--- config.mk ---
export PLATFORM = sky130hd
export DESIGN_NAME = websocket_masked_frame_builder_flat
export DESIGN_NICKNAME = d
export VERILOG_FILES = /design/src/wsmfb_pkg.sv /design/src/wsmfb_in_if.sv /design/src/wsmfb_out_if.sv /design/src/wsmfb_front.sv /design/src/wsmfb_queue.sv /design/src/wsmfb_back.sv /design/src/websocket_masked_frame_builder.sv /design/src/flat_wrapper.sv
export SDC_FILE = /design/constraint.sdc
export NUM_CORES = 1
export LEC_CHECK = 0
export BUFFER_PORTS_ARGS = -buffer_cell sky130_fd_sc_hd__clkbuf_2
export CAP_MARGIN = 40
export CELL_PAD_IN_SITES_DETAIL_PLACEMENT = 2
export CELL_PAD_IN_SITES_GLOBAL_PLACEMENT = 2
export CORE_ASPECT_RATIO = 0.9
export CORE_MARGIN = 8
export CORE_UTILIZATION = 48
export DETAILED_ROUTE_END_ITERATION = 7
export PLACE_DENSITY = 0.95
export SYNTH_ARGS = -nofsm -noshare
export SYNTH_HDL_FRONTEND = slang
export SYNTH_SLANG_ARGS = --single-unit
--- constraint.sdc ---
create_clock -name clk -period 4.72 [get_ports clk]
set_input_delay 0.472 -clock clk [delete_from_list [all_inputs] [get_ports clk]]
set_output_delay 0.472 -clock clk [all_outputs]
set_load 0.01 [all_outputs]
--- src/wsmfb_pkg.sv ---
package wsmfb_pkg;

    // Kind of work handed from the front end to the back end.
    typedef enum logic [1:0] {
        CMD_START,
        CMD_DATA,
        CMD_ERROR
    } cmd_kind_t;

    // Position of a byte within the run of one command.
    typedef logic [2:0] run_idx_t;

    // One classified item, waiting in the queue for the back end.
    typedef struct packed {
        cmd_kind_t   kind;
        logic        ext_len;     // length field uses the 0xFE form
        logic        frame_end;   // last byte of this run completes the frame
        logic [7:0]  first_byte;  // header on start, masked byte on data
        logic [15:0] length;
        logic [31:0] key;
    } cmd_t;

    localparam logic [15:0] LEN_EXT_MIN    = 16'h007E;
    localparam logic [7:0]  LEN_EXT_CODE   = 8'hFE;
    localparam logic [7:0]  LEN_SHORT_MASK = 8'h7F;
    localparam logic [7:0]  MASK_BIT       = 8'h80;
    localparam logic [7:0]  ERROR_BYTE     = 8'h00;

    // Index of the final byte of a start run, short and extended form.
    localparam run_idx_t START_LAST_SHORT = 3'd5;
    localparam run_idx_t START_LAST_EXT   = 3'd7;
    // Run index of the first key byte in the short form.
    localparam logic [1:0] KEY_SHORT_OFFSET = 2'd2;

endpackage

--- src/wsmfb_in_if.sv ---
interface wsmfb_in_if;
    logic        valid;
    logic        ready;
    logic        action;
    logic [7:0]  header;
    logic [15:0] payload_length;
    logic [31:0] mask_key;
    logic [7:0]  data_byte;

    modport source (
        output valid,
        output action,
        output header,
        output payload_length,
        output mask_key,
        output data_byte,
        input  ready
    );

    modport sink (
        input  valid,
        input  action,
        input  header,
        input  payload_length,
        input  mask_key,
        input  data_byte,
        output ready
    );
endinterface

--- src/wsmfb_out_if.sv ---
interface wsmfb_out_if;
    logic       valid;
    logic       ready;
    logic [7:0] out_byte;
    logic       last;
    logic       frame_end;
    logic       error;

    modport source (
        output valid,
        output out_byte,
        output last,
        output frame_end,
        output error,
        input  ready
    );

    modport sink (
        input  valid,
        input  out_byte,
        input  last,
        input  frame_end,
        input  error,
        output ready
    );
endinterface

--- src/wsmfb_front.sv ---
module wsmfb_front (
    input  logic            clk,
    input  logic            rst_n,
    wsmfb_in_if.sink        req,
    output wsmfb_pkg::cmd_t cmd,
    output logic            cmd_valid,
    input  logic            cmd_ready
);
    import wsmfb_pkg::*;

    logic [31:0] key_store_reg;
    logic [31:0] key_store_next;
    logic [1:0]  key_phase_reg;
    logic [1:0]  key_phase_next;
    logic [15:0] remaining_reg;
    logic [15:0] remaining_next;
    logic        accept;
    logic [7:0]  key_byte;

    assign req.ready = cmd_ready;
    assign cmd_valid = req.valid;
    assign accept    = req.valid && cmd_ready;
    assign key_byte  = key_store_reg[{key_phase_reg, 3'b000} +: 8];

    // Classify the item and advance the frame state in the same cycle, so a
    // payload byte can follow a start item directly.
    always_comb
    begin
        key_store_next = key_store_reg;
        key_phase_next = key_phase_reg;
        remaining_next = remaining_reg;
        cmd.kind       = CMD_START;
        cmd.ext_len    = 1'b0;
        cmd.frame_end  = 1'b0;
        cmd.first_byte = req.header;
        cmd.length     = req.payload_length;
        cmd.key        = req.mask_key;
        if (!req.action)
        begin
            cmd.ext_len    = (req.payload_length >= LEN_EXT_MIN);
            cmd.frame_end  = (req.payload_length == 16'd0);
            key_store_next = req.mask_key;
            key_phase_next = 2'd0;
            remaining_next = req.payload_length;
        end
        else if (remaining_reg == 16'd0)
        begin
            cmd.kind       = CMD_ERROR;
            cmd.first_byte = ERROR_BYTE;
        end
        else
        begin
            cmd.kind       = CMD_DATA;
            cmd.first_byte = req.data_byte ^ key_byte;
            cmd.frame_end  = (remaining_reg == 16'd1);
            key_phase_next = key_phase_reg + 2'd1;
            remaining_next = remaining_reg - 16'd1;
        end
    end

    always_ff @(posedge clk or negedge rst_n)
    begin
        if (!rst_n)
        begin
            key_store_reg <= '0;
            key_phase_reg <= '0;
            remaining_reg <= '0;
        end
        else if (accept)
        begin
            key_store_reg <= key_store_next;
            key_phase_reg <= key_phase_next;
            remaining_reg <= remaining_next;
        end
    end

endmodule

--- src/wsmfb_queue.sv ---
module wsmfb_queue #(
    parameter int unsigned DEPTH = 4
) (
    input  logic            clk,
    input  logic            rst_n,
    input  wsmfb_pkg::cmd_t push_cmd,
    input  logic            push_valid,
    output logic            push_ready,
    output wsmfb_pkg::cmd_t head,
    output logic            head_valid,
    input  logic            pop
);
    import wsmfb_pkg::*;

    localparam int unsigned PTR_W = $clog2(DEPTH);
    localparam int unsigned CNT_W = $clog2(DEPTH + 1);
    localparam logic [PTR_W-1:0] PTR_LAST = PTR_W'(DEPTH - 1);
    localparam logic [CNT_W-1:0] CNT_FULL = CNT_W'(DEPTH);

    cmd_t             slots_reg [DEPTH];
    logic [PTR_W-1:0] wr_ptr_reg;
    logic [PTR_W-1:0] wr_ptr_next;
    logic [PTR_W-1:0] rd_ptr_reg;
    logic [PTR_W-1:0] rd_ptr_next;
    logic [CNT_W-1:0] count_reg;
    logic [CNT_W-1:0] count_next;
    logic             push;

    assign push_ready = (count_reg != CNT_FULL);
    assign push       = push_valid && push_ready;
    assign head_valid = (count_reg != '0);
    assign head       = slots_reg[rd_ptr_reg];

    always_comb
    begin
        wr_ptr_next = wr_ptr_reg;
        rd_ptr_next = rd_ptr_reg;
        count_next  = count_reg;
        if (push)
        begin
            wr_ptr_next = (wr_ptr_reg == PTR_LAST) ? '0 : wr_ptr_reg + 1'b1;
        end
        if (pop)
        begin
            rd_ptr_next = (rd_ptr_reg == PTR_LAST) ? '0 : rd_ptr_reg + 1'b1;
        end
        if (push && !pop)
        begin
            count_next = count_reg + 1'b1;
        end
        else if (pop && !push)
        begin
            count_next = count_reg - 1'b1;
        end
    end

    always_ff @(posedge clk or negedge rst_n)
    begin
        if (!rst_n)
        begin
            wr_ptr_reg <= '0;
            rd_ptr_reg <= '0;
            count_reg  <= '0;
        end
        else
        begin
            wr_ptr_reg <= wr_ptr_next;
            rd_ptr_reg <= rd_ptr_next;
            count_reg  <= count_next;
        end
    end

    always_ff @(posedge clk)
    begin
        if (push)
        begin
            slots_reg[wr_ptr_reg] <= push_cmd;
        end
    end

endmodule

--- src/wsmfb_back.sv ---
module wsmfb_back (
    input  logic            clk,
    input  logic            rst_n,
    input  wsmfb_pkg::cmd_t head,
    input  logic            head_valid,
    output logic            pop,
    wsmfb_out_if.source     tx
);
    import wsmfb_pkg::*;

    run_idx_t   idx_reg;
    run_idx_t   idx_next;
    logic       valid_reg;
    logic       valid_next;
    logic [7:0] byte_reg;
    logic       last_reg;
    logic       frame_end_reg;
    logic       error_reg;
    logic       emit;
    logic       at_end;
    run_idx_t   last_idx;
    logic [1:0] key_pos;
    logic [7:0] key_byte;
    logic [7:0] sel_byte;

    assign emit     = head_valid && (!valid_reg || tx.ready);
    assign at_end   = (idx_reg == last_idx);
    assign pop      = emit && at_end;
    assign key_pos  = head.ext_len ? idx_reg[1:0] : idx_reg[1:0] - KEY_SHORT_OFFSET;
    assign key_byte = head.key[{key_pos, 3'b000} +: 8];

    // Byte decoder for the current position in the head command's run.
    always_comb
    begin
        last_idx = '0;
        sel_byte = ERROR_BYTE;
        unique case (head.kind)
            CMD_START:
            begin
                last_idx = head.ext_len ? START_LAST_EXT : START_LAST_SHORT;
                if (idx_reg == 3'd0)
                begin
                    sel_byte = head.first_byte;
                end
                else if (head.ext_len && idx_reg == 3'd1)
                begin
                    sel_byte = LEN_EXT_CODE;
                end
                else if (head.ext_len && idx_reg == 3'd2)
                begin
                    sel_byte = head.length[15:8];
                end
                else if (head.ext_len && idx_reg == 3'd3)
                begin
                    sel_byte = head.length[7:0];
                end
                else if (!head.ext_len && idx_reg == 3'd1)
                begin
                    sel_byte = (head.length[7:0] & LEN_SHORT_MASK) | MASK_BIT;
                end
                else
                begin
                    sel_byte = key_byte;
                end
            end
            CMD_DATA:
            begin
                sel_byte = head.first_byte;
            end
            CMD_ERROR:
            begin
                sel_byte = ERROR_BYTE;
            end
            default:
            begin
                sel_byte = ERROR_BYTE;
            end
        endcase
    end

    always_comb
    begin
        idx_next   = idx_reg;
        valid_next = valid_reg;
        if (emit)
        begin
            idx_next   = at_end ? '0 : idx_reg + 3'd1;
            valid_next = 1'b1;
        end
        else if (tx.ready)
        begin
            valid_next = 1'b0;
        end
    end

    always_ff @(posedge clk or negedge rst_n)
    begin
        if (!rst_n)
        begin
            idx_reg   <= '0;
            valid_reg <= 1'b0;
        end
        else
        begin
            idx_reg   <= idx_next;
            valid_reg <= valid_next;
        end
    end

    always_ff @(posedge clk)
    begin
        if (emit)
        begin
            byte_reg      <= sel_byte;
            last_reg      <= at_end;
            frame_end_reg <= at_end && head.frame_end;
            error_reg     <= (head.kind == CMD_ERROR);
        end
    end

    assign tx.valid     = valid_reg;
    assign tx.out_byte  = byte_reg;
    assign tx.last      = last_reg;
    assign tx.frame_end = frame_end_reg;
    assign tx.error     = error_reg;

    // A run in progress keeps its command at the head of the queue.
    assert property (@(posedge clk) disable iff (!rst_n)
        (idx_reg != 3'd0) |-> (head_valid && head.kind == CMD_START))
        else $error("run index advanced without a start command at the head");

    // A short start run never steps past its final key byte.
    assert property (@(posedge clk) disable iff (!rst_n)
        (head_valid && !head.ext_len && head.kind == CMD_START)
            |-> (idx_reg <= START_LAST_SHORT))
        else $error("short start run index out of range");

    // The frame can only complete on the final byte of a run.
    assert property (@(posedge clk) disable iff (!rst_n)
        (valid_reg && frame_end_reg) |-> last_reg)
        else $error("frame end flagged on a byte that is not last in its run");

    // An error result is a single zero byte.
    assert property (@(posedge clk) disable iff (!rst_n)
        (valid_reg && error_reg) |-> (last_reg && byte_reg == ERROR_BYTE && !frame_end_reg))
        else $error("malformed error result");

endmodule

--- src/websocket_masked_frame_builder.sv ---
// Client-side WebSocket frame builder with payload masking.
//
// Items arrive on the req channel (valid/ready). A start item (action 0)
// carries the header byte, the payload length and the four-byte masking key;
// it produces six bytes on the tx channel (header, one length byte with the
// mask bit, four key bytes) or eight bytes when the length is 126 or more
// (header, 0xFE, length high, length low, four key bytes). A payload item
// (action 1) produces one byte, XORed with the key byte for its position.
// A payload item with no frame open produces one zero byte flagged as error.
// Every tx byte carries last on the end of its item's run and frame_end on
// the byte that completes the frame.
//
// The first byte of an item goes into the command queue and then into the
// output register before it is valid on tx. Throughput: while tx is ready,
// the back end drives one byte per cycle, so payload items stream at one per
// cycle and a start item holds the output for its six or eight bytes; the
// command queue of QUEUE_DEPTH entries keeps taking items meanwhile. When tx
// stalls, the output register holds its byte, the queue fills and req.ready
// drops once it is full. Reset clears the frame state, queue and tx.valid.
module websocket_masked_frame_builder #(
    parameter int unsigned QUEUE_DEPTH = 4
) (
    input  logic        clk,
    input  logic        rst_n,
    wsmfb_in_if.sink    req,
    wsmfb_out_if.source tx
);
    import wsmfb_pkg::*;

    cmd_t front_cmd;
    logic front_valid;
    logic front_ready;
    cmd_t head_cmd;
    logic head_valid;
    logic head_pop;

    // Front end: takes items, tracks the open frame and masks payload bytes.
    wsmfb_front u_front (
        .clk       (clk),
        .rst_n     (rst_n),
        .req       (req),
        .cmd       (front_cmd),
        .cmd_valid (front_valid),
        .cmd_ready (front_ready)
    );

    // Short command queue between the two halves.
    wsmfb_queue #(
        .DEPTH (QUEUE_DEPTH)
    ) u_queue (
        .clk        (clk),
        .rst_n      (rst_n),
        .push_cmd   (front_cmd),
        .push_valid (front_valid),
        .push_ready (front_ready),
        .head       (head_cmd),
        .head_valid (head_valid),
        .pop        (head_pop)
    );

    // Back end: serializes each command into wire bytes.
    wsmfb_back u_back (
        .clk        (clk),
        .rst_n      (rst_n),
        .head       (head_cmd),
        .head_valid (head_valid),
        .pop        (head_pop),
        .tx         (tx)
    );

endmodule

--- src/flat_wrapper.sv ---
// flat-port wrapper written by rule: the top's interface ports become plain ports
module websocket_masked_frame_builder_flat import wsmfb_pkg::*;
#(
    parameter int unsigned QUEUE_DEPTH = 4
)
  (clk, rst_n, req_valid, req_action, req_header, req_payload_length, req_mask_key, req_data_byte, req_ready, tx_valid, tx_out_byte, tx_last, tx_frame_end, tx_error, tx_ready);
  wsmfb_in_if req_i ();
  wsmfb_out_if tx_i ();
  input  logic clk;
  input  logic rst_n;
  input wire logic [$bits(req_i.valid)-1:0] req_valid;
  input wire logic [$bits(req_i.action)-1:0] req_action;
  input wire logic [$bits(req_i.header)-1:0] req_header;
  input wire logic [$bits(req_i.payload_length)-1:0] req_payload_length;
  input wire logic [$bits(req_i.mask_key)-1:0] req_mask_key;
  input wire logic [$bits(req_i.data_byte)-1:0] req_data_byte;
  output wire logic [$bits(req_i.ready)-1:0] req_ready;
  output wire logic [$bits(tx_i.valid)-1:0] tx_valid;
  output wire logic [$bits(tx_i.out_byte)-1:0] tx_out_byte;
  output wire logic [$bits(tx_i.last)-1:0] tx_last;
  output wire logic [$bits(tx_i.frame_end)-1:0] tx_frame_end;
  output wire logic [$bits(tx_i.error)-1:0] tx_error;
  input wire logic [$bits(tx_i.ready)-1:0] tx_ready;
  assign req_i.valid = req_valid;
  assign req_i.action = req_action;
  assign req_i.header = req_header;
  assign req_i.payload_length = req_payload_length;
  assign req_i.mask_key = req_mask_key;
  assign req_i.data_byte = req_data_byte;
  assign req_ready = req_i.ready;
  assign tx_valid = tx_i.valid;
  assign tx_out_byte = tx_i.out_byte;
  assign tx_last = tx_i.last;
  assign tx_frame_end = tx_i.frame_end;
  assign tx_error = tx_i.error;
  assign tx_i.ready = tx_ready;
  websocket_masked_frame_builder #(.QUEUE_DEPTH(QUEUE_DEPTH)) u_core (.clk(clk), .rst_n(rst_n), .req(req_i), .tx(tx_i));
endmodule
==> impl_metrics.csv, run 1 <==
group,metric,value,unit
hold_path,min_path_type,"input pin to flip-flop",
die,core,0.0268,mm²
die,ios,82,
worst_setup_path,max_stage_delay,780,ps
power_and_ir_drop,powerDensity,694,mW/mm²
synth,avgSynthCellArea,16.0,µm²
sta,setup_viol,0,
drt,drc,0,
power_and_ir_drop,max-vdd-ir-drop,0.388,mV
grt,gr-total-overflow,0,
worst_setup_path,cp_cell_sequence,"mux4_2, xnor2_2, o21ai_2, nand2_1, ha_1, inv_1, fa_1, xor2_1, nor2_1, xor2_1",
flow_run,max_cap_viol_count,0,
grt,track_usage,0.277,
die,die_height,172,µm
synth,synth_edf_count,251,
synth,yosys-top-cells-count,"251 x edfxtp_1, 137 x nand2_1, 61 x dfrtp_1, 61 x mux4_2, 29 x mux2i_1",
final_layout,drive_gt1_frac,0.247,
die,row_count,57,
worst_setup_path,crit_path_frequent_cell,"xor2_1",
sta,fin_skew,17.7,ps
drt,ant_nets,0,
synth,ys_warn_count,0,
grt,antenna_found_initial,1,
die,dieArea,0.0326,mm²
power_and_ir_drop,p_leak,5.45,nW
cts,clock-root-buffer,"clkbuf_16",
status,status,"completed",
synth,synthArstFlopShare,0.196,
sta,setup_tns,0,ps
drt,wl_per_cell,34.8,µm
drt,dr.pass1.iters,5,
cts,clk_latency,570,ps
cts,clk_pin_slew,60,ps
cts,ctsHoldBuffers,1,
worst_setup_path,worstPathRequired,5210,ps
grt,grt_pass1_vias,9202,
synth,synth.most_common_cell,"edfxtp_1",
sta,fmax,0.261,GHz
worst_setup_path,crit_path_end_kind,"flip-flop",
drt,postRouteWirelength,45000,µm
sta,slew_headroom,0.353,
sta,report.final.slew_viol_count,0,
final_layout,largest_reg_flops,240,
final_layout,layout.nets,994,
cts,cts_tree,"done",
final_layout,finalCoreUtilization,0.559,
die,die_w,189,µm
synth,synth.area.top_cells,"edfxtp_1 58%, dfrtp_1 12%, mux4_2 11%, nand2_1 4.0%, mux2i_1 2.2%",
sta,fin_crit,3830,ps
synth,synth_top_area_cell,"edfxtp_1",
worst_setup_path,critPathArrivalTime,4320,ps
drt,drtIter0Drc,701,
cts,cts_resized,0,
grt,grt_start_max_net_pins,41,
synth,synth_nets,895,
synth,yosysTopAreaCellShare,0.581,
sta,worstMarginPinSlew,967,ps
placed_design,portBuffers,81,
cts,cts_made_buffers,31,
final_layout,syn2layout_area_growth,15.4,%
worst_setup_path,critPathLaunchType,"flip-flop",
cts,post_cts_buffers,0,
worst_setup_path,critPathMaxFanout,20,
worst_setup_path,cpMaxStageDelayCell,"dfrtp_2",
sta,rsz0062_at_grt,"no",
synth,yosysUniqueCellTypes,58,
sta,hold_viol_final,0,
synth,synth-seq-cells,312,
placed_design,dp_hpwl,27500,µm
die,initial_core_util,0.484,
cts,cts-htree-levels,1,
synth,ys.flop_type,"edfxtp_1",
placed_design,gp_congestion,0.827,
cts,cts_buffer_depth,3,
synth,syn_area,0.0130,mm²
synth,ys_seq_area_frac,0.698,
drt,vias_per_cell,6.52,
synth,syn_inst,812,
drt,vias,8416,
cts,clock_sink_count,312,
worst_setup_path,critPathKind,"flip-flop to flip-flop",
sta,finalCritPeriodShare,0.812,
grt,grt_first_pass_wirelength,66200,µm
[critical path: cells and delay by family, from the launching register on]
kind                     cells  cell delay, ps
AO/OA/AOI/OAI                1             240
multiplexers                 1             730
adder cells (fa/ha/maj)      2             620
XOR/XNOR                     3             970
AND/OR/NAND/NOR              2             320
buffers and inverters        1              70
flip-flops                   1             780
[through the flow]
step / instances / power, mW / instance area [µm²] / hold slack, ps / worst slack [ps]
final: 1291 / 10.4 / 15000 / 145 / 887
after global routing: 1290 / 10.7 / 15000 / 142 / 720
after CTS: 1286 / 10.4 / 15000 / 127 / 896
after detailed placement: 1227 / 7.54 / 13900 / 447 / 957
after global placement: 1222 / 7.04 / 13800 / 454 / 1280
after floorplan: 812 / 6.18 / 13000 / 176 / 1900
[kinds of logic (layout without fill, tap and decap cells)]
logic type / after synthesis / in the layout / share of synthesized area
flip-flops: 312 / 312 / 0.698
AO/OA/AOI/OAI: 102 / 102 / 0.0522
adder cells (fa/ha/maj): 14 / 14 / 0.0141
multiplexers: 94 / 94 / 0.132
other: 0 / 1 / 0
buffers and inverters: 52 / 176 / 0.0163
AND/OR/NAND/NOR: 225 / 225 / 0.0783
XOR/XNOR: 13 / 13 / 0.00935
[layer usage]
layer | GRT usage | share of wire
met1 | 0.356 | 0.40
met2 | 0.472 | 0.50
met3 | 0.0502 | 0.063
met4 | 0.0975 | 0.036
met5 | 0 | 0
[where the power goes]
group | internal [mW] | switching, mW
clock | 1.51 | 1.13
combinational | 1.29 | 2.12
sequential | 3.76 | 0.605
[worst paths after layout]
path,from,endpoint,slack (ps),cells after the start
min,req_mask_key[14],u_core.u_queue.slots_reg[3][14],140,1
max in group asynchronous,rst_n,u_core.u_queue.rd_ptr_reg[0],3270,4
min in group asynchronous,rst_n,u_core.u_front.key_store_reg[31],390,2
min reg2reg,u_core.u_front.key_store_reg[22],u_core.u_front.key_store_reg[22],490,2
max,u_core.u_queue.rd_ptr_reg[0],u_core.u_queue.count_reg[2],890,10
max reg2reg,u_core.u_queue.rd_ptr_reg[0],u_core.u_queue.count_reg[2],890,10
[cell usage in the layout (no fill, tap or decap), types with 19 or more instances in the layout]
cell / n
nand2_1: 137
edfxtp_1: 251
clkbuf_2: 80
nand3_1: 20
mux4_2: 61
dfrtp_1: 59
o21ai_0: 25
mux2i_1: 29
a21oi_1: 19
clkbuf_16: 31
[final cells by class]
class / instances / area, µm²
fill: 2397 / 11800
sequential: 312 / 9070
multi-input combinational: 448 / 3720
clock buffer: 43 / 871
timing repair buffer: 102 / 641
tap: 354 / 443
clock inverter: 15 / 186
inverter: 16 / 60.1
antenna: 1 / 2.50
Note: power is estimated with default switching activity, not from simulation.
==> run 2: changes to the inputs <==
--- a/config.mk
+++ b/config.mk
@@ -5,15 +5,16 @@
 export SDC_FILE = /design/constraint.sdc
 export NUM_CORES = 1
 export LEC_CHECK = 0
+export ABC_AREA = 1
 export BUFFER_PORTS_ARGS = -buffer_cell sky130_fd_sc_hd__clkbuf_2
 export CAP_MARGIN = 40
 export CELL_PAD_IN_SITES_DETAIL_PLACEMENT = 2
 export CELL_PAD_IN_SITES_GLOBAL_PLACEMENT = 2
 export CORE_ASPECT_RATIO = 0.9
 export CORE_MARGIN = 8
-export CORE_UTILIZATION = 48
+export CORE_UTILIZATION = 37
 export DETAILED_ROUTE_END_ITERATION = 7
-export PLACE_DENSITY = 0.95
+export PLACE_DENSITY = 0.87
 export SYNTH_ARGS = -nofsm -noshare
 export SYNTH_HDL_FRONTEND = slang
 export SYNTH_SLANG_ARGS = --single-unit
==> constraint.sdc (replaced) <==
create_clock -name clk -period 3.2 [get_ports clk]
set_input_delay 0.32 -clock clk [delete_from_list [all_inputs] [get_ports clk]]
set_output_delay 0.32 -clock clk [all_outputs]
set_load 0.01 [all_outputs]
==> run 2 against run 1 <==
Sequential cell count is the same. Power grew 58%. Sequential power grew 40%. Combinational power grew 83%. Register-to-register slack lost 680 ps. Hold slack lost 140 ps. Count of clock-buffer cells in the layout grew 3. Non-clock buffer count grew 3. Critical path depth grew 6. Routed wire length grew 12%. Clock skew grew 0.79 ps. Clock power grew 56%.
==> impl_metrics.csv, run 2 <==
group,metric,value,unit
placed_design,gp_congestion,0.828,
drt,vias_per_cell,5.71,
status,status,"completed",
drt,ant_nets,0,
worst_setup_path,max_stage_delay,550,ps
final_layout,final_common_cell,"edfxtp_1",
die,die_w,217,µm
drt,postRouteWirelength,50200,µm
drt,met1_length,20600,µm
drt,wl_per_cell,28.2,µm
grt,gr-total-overflow,0,
worst_setup_path,crit_path_end_kind,"flip-flop",
drt,vias,10200,
grt,grt_first_pass_wirelength,74900,µm
sta,finalCritPeriodShare,0.937,
final_layout,layout.nets,1361,
drt,drc,0,
cts,cts_tree,"done",
sta,report.final.slew_viol_count,0,
final_layout,regArea,0.00907,mm²
die,row_count,66,
sta,rsz0062_at_grt,"no",
worst_setup_path,critPathMaxFanout,11,
synth,yosysUniqueCellTypes,41,
worst_setup_path,worstPathRequired,3590,ps
power_and_ir_drop,max-vdd-ir-drop,0.393,mV
grt,grt_start_max_net_pins,88,
synth,synth_top_area_cell,"edfxtp_1",
synth,synth_edf_count,251,
final_layout,final_cells,1781,
power_and_ir_drop,powerDensity,1050,mW/mm²
sta,holdWs,3.69,ps
sta,fmax,0.334,GHz
synth,yosys-top-cells-count,"251 x edfxtp_1, 200 x nand2_1, 170 x nor2_1",
hold_path,hp-start,"tx_ready",
cts,post_cts_buffers,0,
synth,synth.most_common_cell,"edfxtp_1",
synth,synth.area.top_cells,"edfxtp_1 56%, dfrtp_1 11%, nand2_1 5.6%, o21ai_0 5.1%, nor2_1 4.7%",
grt,track_usage,0.231,
sta,fin_crit,3000,ps
final_layout,multi_input_area,0.00391,mm²
synth,avgSynthCellArea,11.3,µm²
die,core,0.0361,mm²
placed_design,dp_hpwl,29700,µm
hold_path,hold_path_depth,2,
synth,synthArstFlopShare,0.196,
worst_setup_path,cp_cell_sequence,"clkinv_2, buf_4, nand2_2, nand3_2, nand2_2, nand2_4, nor3_2, nand2_2, nand2_4, nand2_4, ha_1, inv_1, fa_1, a21oi_1, o21ai_0, xor2_1",
hold_path,holdPathEnd,"u_core.u_back.tx.valid",
worst_setup_path,critPathLaunchType,"flip-flop",
sta,setup_viol,0,
flow_run,max_cap_viol_count,0,
die,dieArea,0.0429,mm²
cts,cts_made_buffers,36,
cts,clock-root-buffer,"clkbuf_16",
placed_design,portBuffers,81,
synth,ys_warn_count,0,
worst_setup_path,ff2ff_path_depth,16,
power_and_ir_drop,p_leak,6.00,nW
final_layout,fill_cells,3624,
drt,drtIter0Drc,731,
synth,ys_seq_area_frac,0.670,
final_layout,drive_gt1_frac,0.169,
sta,fin_skew,18.4,ps
final_layout,largest_reg_flops,240,
sta,slew_headroom,0.381,
grt,antenna_found_initial,2,
synth,syn_area,0.0135,mm²
drt,dr.pass1.iters,5,
final_layout,layout_common_cells,"251 x edfxtp_1, 200 x nand2_1, 166 x nor2_1",
placed_design,place_inst,1715,
hold_path,min_path_type,"input pin to flip-flop",
synth,ys.flop_type,"edfxtp_1",
final_layout,syn2layout_area_growth,15.7,%
worst_setup_path,critPathKind,"flip-flop to flip-flop",
cts,cts-htree-levels,2,
cts,clk_latency,520,ps
worst_setup_path,worstReg2RegStart,"u_core.u_queue.rd_ptr_reg[0]",
cts,clock_sink_count,312,
synth,synth_nets,1275,
worst_setup_path,r2r_setup_slack,200,ps
cts,cts_resized,0,
cts,clk_pin_slew,70,ps
sta,hold_viol_final,0,
grt,grt_pass1_vias,11300,
die,ios,82,
drt,routed.top_layer,"met5",
synth,synth-seq-cells,312,
worst_setup_path,r2r-end,"u_core.u_queue.count_reg[2]",
drt,dr_wl_met2,24700,µm
worst_setup_path,critPathArrivalTime,3390,ps
synth,syn_inst,1192,
sta,worstMarginPinSlew,929,ps
worst_setup_path,cpMaxStageDelayCell,"dfrtp_4",
drt,met3_wirelength,2670,µm
cts,ctsHoldBuffers,1,
power_and_ir_drop,fin_total_pwr,16.4,mW
die,die_height,197,µm
synth,yosysTopAreaCellShare,0.558,
cts,cts_buffer_depth,3,
die,initial_core_util,0.375,
## run 2: changes by cell type after synthesis, moves of 9 or more
cell | before | now
nor2_1 | 16 | 170
nand2_1 | 137 | 200
o21ai_0 | 25 | 138
buf_2 | 10 | 21
nand3_1 | 20 | 36
inv_1 | 13 | 63
o21ai_1 | 2 | 15
buf_4 | 1 | 10
mux2_2 | 4 | 32
o22ai_1 | 10 | 57
mux2i_1 | 29 | 0
mux4_2 | 61 | 0
## run 2: worst max-delay path by stage
stage	from	depth (start not counted)	end	slack [ps]
4_1_cts	u_core.u_queue.rd_ptr_reg[0]	16	u_core.u_queue.count_reg[2]	220
3_5_place_dp	u_core.u_queue.rd_ptr_reg[0]	16	u_core.u_queue.count_reg[2]	400
3_3_place_gp	u_core.u_queue.rd_ptr_reg[0]	16	u_core.u_queue.count_reg[2]	650
2_1_floorplan	u_core.u_queue.count_reg[0]	4	u_core.u_queue.slots_reg[0][0]	-540
5_1_grt	u_core.u_queue.rd_ptr_reg[0]	16	u_core.u_queue.count_reg[2]	70
6_report	u_core.u_queue.rd_ptr_reg[0]	16	u_core.u_queue.count_reg[2]	200
## run 2: report_power, final
group,internal [mW],switching (mW),total [mW]
Clock,2.37,1.73,4.10
Combinational,1.68,4.56,6.23
Sequential,5.54,0.568,6.11
## run 2: kinds of logic after synthesis
kind of cell | Yosys count | share of synthesized area
xor+xnor | 13 | 0.00842
mux | 32 | 0.0267
simple gates | 439 | 0.135
flops | 312 | 0.670
fa+ha+maj | 14 | 0.0135
buf+inv | 129 | 0.0433
compound gates | 253 | 0.102
## run 2: critical path, delay by kind of cell, from the launching register on
| kind | cells | cell delay [ps] |
|---|---|---|
| and+or+nand+nor | 8 | 760 |
| adders and majority gates | 2 | 570 |
| DFF | 1 | 550 |
| buffers and inverters | 3 | 420 |
| AOI/OAI and AO/OA | 2 | 370 |
| xor gates and xnor gates | 1 | 190 |
## run 2: area by class of cell
cell class                 instances  share of cell area
antenna                            1            0.000160
clock buffer                      46              0.0639
clock inverter                    18             0.00896
inverter                          72              0.0174
multi-input combinational        751               0.250
sequential                       312               0.580
tap                              476              0.0381
timing repair buffer             105              0.0416
## run 2: metal layers
metal  vias up  GRT usage
li1       4366          -
met1      5307      0.286
met2       361      0.392
met3       123     0.0419
met4         4      0.104
met5         -          0
## run 2: through the flow
stage	instance area [µm²]	util	TNS (ps)	setup WS, ps
2_1_floorplan	13500	-	-130550	-544
3_3_place_gp	14500	0.401	0	648
3_5_place_dp	14500	0.401	0	402
4_1_cts	15600	0.433	0	216
5_1_grt	15600	0.433	0	72.6
6_report	15600	0.433	0	203
